[src/hw/rtl/cbts_pkg.sv]
`timescale 1ns / 1ps
// ----------------------------------------------------------------------------
// cbts_pkg
// shared types and constants of the can bit timing search block
// ----------------------------------------------------------------------------
package cbts_pkg;

   // field widths
   localparam int RATE_W  = 20;
   localparam int CLK_W   = 32;
   localparam int PRESC_W = 10;
   localparam int SEG1_W  = 4;
   localparam int SEG2_W  = 3;
   localparam int Q_W     = 5;               // quanta per bit, 7..17
   localparam int STEP_W  = Q_W + RATE_W;    // quanta per bit times rate

   // search bounds
   localparam logic [SEG1_W-1:0] SEG1_FIRST = 4'd4;
   localparam logic [SEG1_W-1:0] SEG1_LAST  = 4'd11;
   localparam logic [SEG2_W-1:0] SEG2_FIRST = 3'd2;
   localparam logic [SEG2_W-1:0] SEG2_LAST  = 3'd5;

   localparam logic [CLK_W-1:0] NO_SCORE    = 32'hFFFF_FFFF;
   localparam logic [CLK_W-1:0] CLOCK_RESET = 32'd36_000_000;

   // configuration port
   localparam int CSR_ADDR_W = 3;
   localparam int CSR_DATA_W = 32;

   typedef enum logic [0:0] {
      REG_CLOCK_HZ = 1'b0
   } reg_index_type;

   // controller to datapath
   typedef struct packed {
      logic start;   // capture rate and clock, restart loops
      logic setup;   // compute step for current segment pair
      logic scan;    // score one prescaler and advance
   } cbts_cmd_type;

   // datapath to controller
   typedef struct packed {
      logic exact_hit;   // current candidate scores zero
      logic last_p;
      logic last_s1;
      logic last_s2;
   } cbts_status_type;

endpackage

[src/hw/rtl/can_bit_timing_search.sv]
`timescale 1ns / 1ps
// ----------------------------------------------------------------------------
// can_bit_timing_search
// searches segment 2, segment 1 and prescaler for the bit timing whose clock
// product comes closest to the configured peripheral clock
// ----------------------------------------------------------------------------
// search: each segment pair is one setup state followed by a scan over
//   prescalers 1 to PRESCALE_LIMIT-1, and all 32 pairs are searched unless
//   an exact match ends the search early
// requests: one at a time; req_stall stays high from the taken request until
//   its result beat is taken
// reset: synchronous, clears the controller; clock_hz returns to 36000000
// ----------------------------------------------------------------------------
module can_bit_timing_search #(
   parameter int PRESCALE_LIMIT = 1023
) (
   input  logic                              clock,
   input  logic                              reset,
   // request channel
   input  logic                              req_valid,
   output logic                              req_stall,
   input  logic [cbts_pkg::RATE_W-1:0]        req_bit_rate,
   // result channel
   output logic                              rsp_valid,
   input  logic                              rsp_stall,
   output logic                              rsp_found,
   output logic                              rsp_exact,
   output logic [cbts_pkg::PRESC_W-1:0]       rsp_prescaler,
   output logic [cbts_pkg::SEG1_W-1:0]        rsp_seg1_quanta,
   output logic [cbts_pkg::SEG2_W-1:0]        rsp_seg2_quanta,
   output logic [cbts_pkg::CLK_W-1:0]         rsp_error_hz,
   // configuration port
   input  logic                              csr_psel,
   input  logic                              csr_penable,
   input  logic                              csr_pwrite,
   input  logic [cbts_pkg::CSR_ADDR_W-1:0]    csr_paddr,
   input  logic [cbts_pkg::CSR_DATA_W-1:0]    csr_pwdata,
   output logic [cbts_pkg::CSR_DATA_W-1:0]    csr_prdata,
   output logic                              csr_pready
);
   import cbts_pkg::*;

   cbts_cmd_type    cmd;
   cbts_status_type status;

   logic [CLK_W-1:0] clock_hz_ff;
   reg_index_type    reg_index;
   logic             csr_write;

   // register index is the word address, low two bits are byte offset
   assign reg_index  = reg_index_type'(csr_paddr[CSR_ADDR_W-1:2]);
   assign csr_write  = csr_psel && csr_penable && csr_pwrite && csr_pready;
   assign csr_pready = 1'b1;

   // clock register, only index zero is backed
   always_ff @(posedge clock) begin
      if (reset) begin
         clock_hz_ff <= CLOCK_RESET;
      end else if (csr_write) begin
         case (reg_index)
            REG_CLOCK_HZ: clock_hz_ff <= csr_pwdata[CLK_W-1:0];
            default: ;
         endcase
      end
   end

   // read mux
   always_comb begin
      case (reg_index)
         REG_CLOCK_HZ: csr_prdata = CSR_DATA_W'(clock_hz_ff);
         default:      csr_prdata = '0;
      endcase
   end

   // sequencer: idle, setup per segment pair, scan, hold result
   cbts_ctrl u_ctrl (
      .clock     (clock),
      .reset     (reset),
      .req_valid (req_valid),
      .req_stall (req_stall),
      .rsp_valid (rsp_valid),
      .rsp_stall (rsp_stall),
      .cmd       (cmd),
      .status    (status)
   );

   // counters, running product and best candidate; the clock value is
   // captured with the beat so the search sees one consistent clock
   cbts_datapath #(
      .PRESCALE_LIMIT (PRESCALE_LIMIT)
   ) u_datapath (
      .clock       (clock),
      .reset       (reset),
      .cmd         (cmd),
      .status      (status),
      .bit_rate    (req_bit_rate),
      .clock_hz    (clock_hz_ff),
      .found       (rsp_found),
      .exact       (rsp_exact),
      .prescaler   (rsp_prescaler),
      .seg1_quanta (rsp_seg1_quanta),
      .seg2_quanta (rsp_seg2_quanta),
      .error_hz    (rsp_error_hz)
   );

   // no new request while a result is pending
   a_valid_blocks_req: assert property (@(posedge clock) disable iff (reset)
      rsp_valid |-> req_stall)
      else $error("request side open while result pending");

   // a taken result beat is not repeated
   a_single_result: assert property (@(posedge clock) disable iff (reset)
      rsp_valid && !rsp_stall |=> !rsp_valid)
      else $error("result beat repeated");

   // exact implies found with zero error
   a_exact_consistent: assert property (@(posedge clock) disable iff (reset)
      rsp_valid && rsp_exact |-> rsp_found && (rsp_error_hz == '0))
      else $error("exact flag inconsistent with error");

   // a miss reports all-zero fields
   a_miss_zero: assert property (@(posedge clock) disable iff (reset)
      rsp_valid && !rsp_found |-> (rsp_prescaler == '0) && (rsp_error_hz == '0))
      else $error("miss result carries nonzero fields");

endmodule

[src/hw/rtl/cbts_ctrl.sv]
`timescale 1ns / 1ps
// ----------------------------------------------------------------------------
// cbts_ctrl
// sequencer of the search: setup per segment pair, scan over prescalers
// ----------------------------------------------------------------------------
module cbts_ctrl (
   input  logic                     clock,
   input  logic                     reset,
   input  logic                     req_valid,
   output logic                     req_stall,
   output logic                     rsp_valid,
   input  logic                     rsp_stall,
   output cbts_pkg::cbts_cmd_type    cmd,
   input  cbts_pkg::cbts_status_type status
);
   import cbts_pkg::*;

   typedef enum logic [1:0] {
      ST_IDLE,
      ST_SETUP,
      ST_SCAN,
      ST_DONE
   } state_type;

   state_type state_ff, state_in;
   logic      stall_ff, stall_in;
   logic      valid_ff, valid_in;

   always_comb begin
      state_in = state_ff;
      stall_in = stall_ff;
      valid_in = valid_ff;
      case (state_ff)
         ST_IDLE: begin
            if (req_valid) begin
               state_in = ST_SETUP;
               stall_in = 1'b1;
            end
         end
         ST_SETUP: begin
            state_in = ST_SCAN;
         end
         ST_SCAN: begin
            if (status.exact_hit ||
                (status.last_p && status.last_s1 && status.last_s2)) begin
               state_in = ST_DONE;
               valid_in = 1'b1;
            end else if (status.last_p) begin
               state_in = ST_SETUP;
            end
         end
         ST_DONE: begin
            if (!rsp_stall) begin
               state_in = ST_IDLE;
               valid_in = 1'b0;
               stall_in = 1'b0;
            end
         end
         default: begin
            state_in = ST_IDLE;
            stall_in = 1'b0;
            valid_in = 1'b0;
         end
      endcase
   end

   always_ff @(posedge clock) begin
      if (reset) begin
         state_ff <= ST_IDLE;
         stall_ff <= 1'b0;
         valid_ff <= 1'b0;
      end else begin
         state_ff <= state_in;
         stall_ff <= stall_in;
         valid_ff <= valid_in;
      end
   end

   assign cmd.start = (state_ff == ST_IDLE) && req_valid;
   assign cmd.setup = (state_ff == ST_SETUP);
   assign cmd.scan  = (state_ff == ST_SCAN);

   assign req_stall = stall_ff;
   assign rsp_valid = valid_ff;

   // stall and valid registers track the state
   a_stall_tracks_state: assert property (@(posedge clock) disable iff (reset)
      stall_ff == (state_ff != ST_IDLE))
      else $error("stall out of step with state");

   a_valid_tracks_state: assert property (@(posedge clock) disable iff (reset)
      valid_ff == (state_ff == ST_DONE))
      else $error("valid out of step with state");

   a_setup_then_scan: assert property (@(posedge clock) disable iff (reset)
      state_ff == ST_SETUP |=> state_ff == ST_SCAN)
      else $error("setup not followed by scan");

endmodule

[src/hw/rtl/cbts_datapath.sv]
`timescale 1ns / 1ps
// ----------------------------------------------------------------------------
// cbts_datapath
// loop counters, running product, error scoring and best-so-far registers
// ----------------------------------------------------------------------------
module cbts_datapath #(
   parameter int PRESCALE_LIMIT = 1023
) (
   input  logic                          clock,
   input  logic                          reset,
   input  cbts_pkg::cbts_cmd_type         cmd,
   output cbts_pkg::cbts_status_type      status,
   input  logic [cbts_pkg::RATE_W-1:0]    bit_rate,
   input  logic [cbts_pkg::CLK_W-1:0]     clock_hz,
   output logic                          found,
   output logic                          exact,
   output logic [cbts_pkg::PRESC_W-1:0]   prescaler,
   output logic [cbts_pkg::SEG1_W-1:0]    seg1_quanta,
   output logic [cbts_pkg::SEG2_W-1:0]    seg2_quanta,
   output logic [cbts_pkg::CLK_W-1:0]     error_hz
);
   import cbts_pkg::*;

   localparam int P_W  = $clog2(PRESCALE_LIMIT);
   localparam int PW   = Q_W + P_W + RATE_W;   // running product width
   localparam logic [P_W-1:0] P_FIRST = P_W'(1);
   localparam logic [P_W-1:0] P_LAST  = P_W'(PRESCALE_LIMIT - 1);

   logic [RATE_W-1:0] rate_ff;
   logic [CLK_W-1:0]  clk_ff;
   logic [P_W-1:0]    p_ff;
   logic [SEG1_W-1:0] s1_ff;
   logic [SEG2_W-1:0] s2_ff;
   logic [STEP_W-1:0] step_ff;
   logic [PW-1:0]     prod_ff;

   logic              have_ff;
   logic [CLK_W-1:0]  best_err_ff;
   logic [P_W-1:0]    best_p_ff;
   logic [SEG1_W-1:0] best_s1_ff;
   logic [SEG2_W-1:0] best_s2_ff;

   logic [Q_W-1:0]    quanta;
   logic [STEP_W-1:0] step_in;
   logic [PW-1:0]     clk_ext;
   logic [PW-1:0]     err;
   logic              better;

   assign quanta  = Q_W'(1) + Q_W'(s1_ff) + Q_W'(s2_ff);
   assign step_in = STEP_W'(quanta) * STEP_W'(rate_ff);

   assign clk_ext = PW'(clk_ff);
   assign err     = (prod_ff >= clk_ext) ? (prod_ff - clk_ext) : (clk_ext - prod_ff);
   assign better  = err < PW'(best_err_ff);

   always_ff @(posedge clock) begin
      if (cmd.start) begin
         rate_ff <= bit_rate;
         clk_ff  <= clock_hz;
         s1_ff   <= SEG1_FIRST;
         s2_ff   <= SEG2_FIRST;
      end
      if (cmd.setup) begin
         step_ff <= step_in;
         prod_ff <= PW'(step_in);
         p_ff    <= P_FIRST;
      end
      if (cmd.scan) begin
         p_ff    <= p_ff + P_W'(1);
         prod_ff <= prod_ff + PW'(step_ff);
         if (p_ff == P_LAST) begin
            if (s1_ff == SEG1_LAST) begin
               s1_ff <= SEG1_FIRST;
               s2_ff <= s2_ff + SEG2_W'(1);
            end else begin
               s1_ff <= s1_ff + SEG1_W'(1);
            end
         end
      end
   end

   // best so far
   always_ff @(posedge clock) begin
      if (reset) begin
         have_ff <= 1'b0;
      end else if (cmd.start) begin
         have_ff <= 1'b0;
      end else if (cmd.scan && better) begin
         have_ff <= 1'b1;
      end
   end

   always_ff @(posedge clock) begin
      if (cmd.start) begin
         best_err_ff <= NO_SCORE;
         best_p_ff   <= '0;
         best_s1_ff  <= '0;
         best_s2_ff  <= '0;
      end else if (cmd.scan && better) begin
         best_err_ff <= err[CLK_W-1:0];
         best_p_ff   <= p_ff;
         best_s1_ff  <= s1_ff;
         best_s2_ff  <= s2_ff;
      end
   end

   assign status.exact_hit = (err == '0);
   assign status.last_p    = (p_ff == P_LAST);
   assign status.last_s1   = (s1_ff == SEG1_LAST);
   assign status.last_s2   = (s2_ff == SEG2_LAST);

   assign found       = have_ff;
   assign exact       = have_ff && (best_err_ff == '0);
   assign prescaler   = have_ff ? PRESC_W'(best_p_ff) : '0;
   assign seg1_quanta = have_ff ? best_s1_ff : '0;
   assign seg2_quanta = have_ff ? best_s2_ff : '0;
   assign error_hz    = have_ff ? best_err_ff : '0;

   // a kept candidate always beats the no-score mark
   a_best_below_mark: assert property (@(posedge clock) disable iff (reset)
      cmd.scan && better |=> best_err_ff != NO_SCORE)
      else $error("best error not below no-score mark");

   a_scan_advances_p: assert property (@(posedge clock) disable iff (reset)
      cmd.scan && !status.last_p |=> p_ff == $past(p_ff) + P_W'(1))
      else $error("prescaler counter did not advance");

   a_start_clears_have: assert property (@(posedge clock) disable iff (reset)
      cmd.start |=> !have_ff)
      else $error("found flag not cleared at start");

endmodule

[config.mk]
export PLATFORM = sky130hd
export DESIGN_NAME = can_bit_timing_search
export DESIGN_NICKNAME = d
export VERILOG_FILES = /design/src/hw/rtl/cbts_pkg.sv /design/src/hw/rtl/can_bit_timing_search.sv /design/src/hw/rtl/cbts_ctrl.sv /design/src/hw/rtl/cbts_datapath.sv
export SDC_FILE = /design/constraint.sdc
export NUM_CORES = 1
export LEC_CHECK = 0
export BUFFER_PORTS_ARGS = -buffer_cell sky130_fd_sc_hd__buf_2
export CAP_MARGIN = 20
export CELL_PAD_IN_SITES_DETAIL_PLACEMENT = 0
export CELL_PAD_IN_SITES_GLOBAL_PLACEMENT = 2
export CORE_MARGIN = 2
export CORE_UTILIZATION = 39
export CTS_CLUSTER_DIAMETER = 30
export DETAILED_ROUTE_END_ITERATION = 6
export PLACE_DENSITY_LB_ADDON = 0.1
export SLEW_MARGIN = 15
export SYNTH_ARGS = -nofsm -noshare
export SYNTH_HDL_FRONTEND = slang
export SYNTH_SLANG_ARGS = --single-unit
[constraint.sdc]
create_clock -name clock -period 7.1 [get_ports clock]
set_input_delay 0.71 -clock clock [delete_from_list [all_inputs] [get_ports clock]]
set_output_delay 0.71 -clock clock [all_outputs]
set_load 0.05 [all_outputs]
After elaboration in Yosys (flattened, before gate mapping)
Cells that the tools add are included.

Latch bits: 0. Input bits: 62. Memories: 0. Memory bits (writable): 0. Bits in registers: 215. ROM bits: 0. Output and inout port bits: 86.

Add/subtract/negate cells: 8. Multiplexer cells: 28. Div/mod/pow operators: 0. Shifts and indexed selects: 0. Multiply operators: 1. Equal/unequal tests: 10. Bitwise logic cells: 1. Order comparisons: 2. Reductions and logical operators: 19.

Operators by type and width (number): $mux 35 (3); $mux 32 (2); $add 35x25->35 (1); $ge 35x32->1 (1); $logic_not 35->1 (1); $lt 35x32->1 (1); $sub 32x35->35 (1); $sub 35x32->35 (1); $logic_not 32->1 (1); $mux 10 (3); $mul 5x20->25 (1); $mux 4 (5); $mux 3 (5); $add 10x1->10 const B (1); $eq 10x10->1 const B (1); $reduce_and 3->1 (3); $mux 2 (4); $pmux 2 s4 (1); $logic_and 1x1->1 (7); $ne 2x2->1 const B (3); $reduce_bool 2->1 (3); $add 1x4->5 const A (1); $add 5x3->5 (1); $add 4x1->4 const B (1); 13 further kinds (17).

Logic depth before layout (Yosys ltp)
Depth after elaboration: 6. Depth in mapped cells: 27.

Cells and area by module
Synthesis repeated with hierarchy kept, for this count alone.

Cell total of the unflattened synthesis: 1967. Area total of the unflattened synthesis: 17593.1 um^2.

Modules (own cells, without submodules): cbts_datapath (times used 1, sequential area each 4804.6 um^2, cells an instance 1764, area each 15713.8 um^2); can_bit_timing_search (times used 1, sequential area each 640.6 um^2, cells an instance 177, area each 1662.8 um^2); cbts_ctrl (times used 1, sequential area each 80.1 um^2, cells an instance 26, area each 216.5 um^2).

Least setup slack after synthesis
No wires, ideal clock.

Path kind: reg-to-reg. From: reg u_datapath.s1_ff[0]. To: reg u_datapath.prod_ff[23] (data pin). Stages on the path, launching flop included: 23. Required time: 6.840 ns. Data arrival time: 5.378 ns. Path slack: 1.463 ns. Buffers on the path: 1. Path through: dfxtp_1 > inv_1 > ha_1 > fa_1 > xnor2_1 > clkbuf_1 > and2_1 > fa_1 > fa_1 > inv_1 > fa_1 > inv_1 > ha_1 > a211oi_1 > nand3b_1 > nand2_1 > a211oi_1 > nor2_1 > a211o_1 > nor4_1 > o41ai_1 > xor2_1 > mux2_2.

Word-level cells in the longest chain between the ends: 5.

RTL lines: start: declaration (line cbts_datapath.sv:32) `logic [SEG1_W-1:0] s1_ff;`; start signal: assignment (line cbts_datapath.sv:76) `s1_ff <= s1_ff + SEG1_W'(1);`; $add 1x4->5 (line cbts_datapath.sv:49) `assign quanta = Q_W'(1) + Q_W'(s1_ff) + Q_W'(s2_ff);`; $add 5x3->5 (line cbts_datapath.sv:49); $mul 5x20->25 (line cbts_datapath.sv:50) `assign step_in = STEP_W'(quanta) * STEP_W'(rate_ff);`; via u_datapath.step_in[23] (line cbts_datapath.sv:44) `logic [STEP_W-1:0] step_in;`; $mux 35 (line cbts_datapath.sv:63) `if (cmd.setup) begin`; $mux 35 (line cbts_datapath.sv:68) `if (cmd.scan) begin`; end signal: assignment (line cbts_datapath.sv:65) `prod_ff <= PW'(step_in);`; end signal: assignment (line cbts_datapath.sv:70) `prod_ff <= prod_ff + PW'(step_ff);`; end: declaration (line cbts_datapath.sv:35) `logic [PW-1:0] prod_ff;`.

The timed path passes the listed nets, and every way through them passes these cells. The select of a mux whose other input is x is not followed. A chain may end at the register's enable or synchronous reset.

Worst setup path after layout
Same ends and word-level chain as after synthesis.

==> impl_results.md <==
* Seq/Total Area, Yosys at 30.8%
* Clk sinks at 215
* Cell variety after synth at 90
* Top cells by count, synth: inv_1 (201), nand2_1 (196), ha_1 (165)
* DRC at 0
* RR Endpoint: u_datapath.prod_ff[23]$_DFFE_PP_
* First DRT Iteration DRCs at approximately 760
* H-tree depth at 2
* Clock slew at reported path FFs at about 50 ps
* Crit-path slowest cell: xnor2_1
* Synth Register Bits at 215
* Vias at 14500
* Row cnt at slightly below 80
* I/O pin cnt at 148
* TritonCTS clock tree: built
* Syn Inst Count at 1991
* Comb power frac at 56.9%
* Switching share of total power at between 40% and 50%
* Port bufs at between 100 and 150
* Register share of total power at around a fifth
* Post-synth top area share at 20.4%
* Max-cap violations at 0
* Yosys warnings at 0
* Max VDD drop at 0.248 mV
* Cts hold-fix bufs at 0
* Global-route usage over all layers at 21.1%
* Dpl hpwl at 39100 um
* Vert. Die Dim at 219 um
* Average via count per standard cell at 5.17
* Max-slew violations at 0
* Reg-to-reg slack, setup at 690 ps
* Hold Path Class: input port to register
* CP peak stage delay at 740 ps
* TritonCTS buffer count at 57
* Final setup fails at 0
* Clk pwr share at a little under a quarter
* Initial antenna violation count at 0
* Worst Setup Start Kind: register
* Worst-Margin Slew at ~1000 ps
* Routed WL at 49700 um
* Min Tclk post-route at 6410 ps
* WHS Path Cells at 1
* Synth area leader: edfxtp_1
* Tcrit/Tclk final at 90.3%
* FF-to-FF Start: u_datapath.s1_ff[0]$_DFF_P_
* Synth async-reset ratio at 0%
* Area contributors post-synth: edfxtp_1 (20%), ha_1 (11%), dfxtp_1 (10%)
* WL/cell at 17.8 um
* Worst hold slack at 262 ps
* Final ANT Viol Nets at 0
* Pwr Density at between 500 and 600 nW/um2
* Post-synth EDFFs at 122
* Die area at 47800 um2
* GPL Wtd Cong at 0.897
* Post-Syn Area at 18000 um2
* Top FF cell, synth: edfxtp_1
* Post-CTS Resized at 0
* Vias in the first global route at approximately 15000
* Count leader, synth: inv_1
* P_int at 6.27 mW
* Worst-case clock buffer depth at 3
* NetSw at 4.97 mW
* Starting Density at 39.6%
* Grt total ovfl at 0
* Clk_lat worst skew at roughly 620 ps
* Reg2reg path depth at 23
* Critical path type: register to register
* Slew HR at 33.7%
* Clk_skew at 41.0 ps
* Nets at 2431
* Share of layout cells above drive strength 1 at about 16%
* Syn nets at 2276
* Hold path startpoint: req_bit_rate[18]
* Final Hold Viols at 0
* Power Total at 11.2 mW
* Area growth, synth to finish at 18.7%
* Lkg Pwr at 9.61 nW
* Mean post-synth cell area at 9.02 um2
* Unrepaired setup endpoints after global routing: no
* Worst path top cell family by delay: adder cells
* Worst Path Buf+Inv at 4
* Most frequent CP cell: inv_1
* Endpoint class of the critical path: register
* Final instance area at ~21000 um2
* Worst Hold End: u_datapath.rate_ff[18]$_DFFE_PP_
* Core Box Area at 45400 um2
* Setup TNS at 0 ps
* Max FO, Critical Path at 11
* Setup bufs post-CTS at 0
* Largest net degree at the start of global routing at 74
* Worst-path cell chain: inv_1, ha_1, inv_1, a21o_1, a21oi_1, xnor2_1, and2_1, fa_1, fa_1, inv_1, fa_1, inv_1, ha_1, a211oi_1, nand3b_1, nand2_1, a211oi_1, nor2_1, a211o_1, nor4_1, o41ai_1, xor2_1, mux2_2
* Die W at 219 um
* First-pass GRT wire length at 79600 um
* TritonRoute pass-1 iters at 5
* WP data required at 7470 ps
* Status: complete, no violations
* Area after DPL at 19300 um2
* CTS root buf: clkbuf_16
* Arrival time at the worst endpoint at 6780 ps
* Max Clock Freq at around 160 MHz
-- cell type report --
class | instances | area, um2
inverter | 203 | 762
clock inverter | 37 | 475
fill | 4491 | 24100
tap | 600 | 751
sequential | 215 | 5530
multi-input combinational | 1491 | 11300
timing repair buffer | 178 | 976
antenna | 2 | 5.00
clock buffer | 71 | 1560
-- flip-flops by register name, summed over array words and instances, names as in the netlist --
name and cells:
u_datapath.s2_ff 3, u_datapath.clk_ff 32, u_datapath.prod_ff 35, u_datapath.p_ff 10, u_datapath.best_s1_ff 4, u_datapath.best_err_ff 32, u_ctrl.req_stall 1, u_datapath.step_ff 25
u_datapath.s1_ff 4, clock_hz_ff 32, u_datapath.best_p_ff 10, u_datapath.best_s2_ff 3, u_ctrl.rsp_valid 1, u_ctrl.state_ff 2, u_datapath.rate_ff 20, u_datapath.found 1
-- power by group through the flow --
stage / Combinational (mW) / Clock, mW / Sequential [mW]
finish: 6.40 / 2.67 / 2.17
global placement: 6.33 / 0 / 2.19
floorplan: 4.80 / 0 / 2.08
global route: 7.19 / 2.80 / 2.23
CTS: 6.43 / 2.72 / 2.18
detailed placement: 6.38 / 0 / 2.20
-- cells in the final DEF (no fill, tap or decap), drive strengths merged, types with 24 or more instances in the layout --
cell type  Yosys  layout
clkbuf        41      71
o21ai         75      75
edfxtp       122     122
nor3          34      34
dfxtp         93      93
o211ai        40      40
nand4         27      27
nor2b         69      69
mux2i         38      38
fa            58      58
ha           165     165
xor2          34      34
nand3         24      24
nand2b        30      30
nor2          86      86
inv          203     203
nand2        196     196
buf           41     178
xnor2         65      65
a21o          42      42
mux2          25      25
and2         117     117
a21oi        142     142
-- cells by family (layout without fill, tap and decap cells) --
family                   Yosys count  count (layout)  synth area share [%]
XOR/XNOR                          99              99                  4.83
other                              1               3                0.0209
AO/OA/AOI/OAI                    435             435                  16.4
adder cells (fa/ha/maj)          223             223                  18.0
AND/OR/NAND/NOR                  670             670                  19.8
buffers and inverters            285             489                  6.62
flip-flops                       215             215                  30.8
multiplexers                      63              63                  3.69
-- per-layer routing --
metal,wire length [um],track usage [%],up-vias
met3,1690,3.13,78
met4,1270,6.28,0
met2,23500,35.7,244
met5,0,0,-
li1,-,-,7260
met1,23300,27.8,6874
-- worst max path at each step --
stage / from / endpoint / slack [ps] / depth (start not counted)
after floorplan: u_datapath.s1_ff[0]$_DFF_P_ / u_datapath.prod_ff[23]$_DFFE_PP_ / 1460 / 22
after global placement: u_datapath.s1_ff[0]$_DFF_P_ / u_datapath.prod_ff[23]$_DFFE_PP_ / 710 / 23
after detailed placement: u_datapath.s1_ff[0]$_DFF_P_ / u_datapath.prod_ff[23]$_DFFE_PP_ / 640 / 23
after CTS: u_datapath.s1_ff[0]$_DFF_P_ / u_datapath.prod_ff[23]$_DFFE_PP_ / 640 / 23
after global routing: u_datapath.s1_ff[0]$_DFF_P_ / u_datapath.prod_ff[23]$_DFFE_PP_ / 70 / 23
final: u_datapath.s1_ff[0]$_DFF_P_ / u_datapath.prod_ff[23]$_DFFE_PP_ / 690 / 23
-- per-stage QoR --
| step | util (%) | worst slack [ps] | instances |
|---|---|---|---|
| after floorplan | - | 1460 | 1991 |
| after global placement | 42.5 | 710 | 2687 |
| after detailed placement | 42.5 | 637 | 2687 |
| after CTS | 46.9 | 638 | 2795 |
| after global routing | 46.9 | 65.0 | 2795 |
| final | 47.0 | 690 | 2797 |
-- worst reg2reg max path, delay by kind of cell (launching register included) --
family	cells	cell delay, ps
mux	1	280
simple gates	5	910
flops	1	430
buf+inv	4	230
compound gates	6	1330
fa+ha+maj	5	2050
xor+xnor	2	920
(Power assumes the default switching activity.)
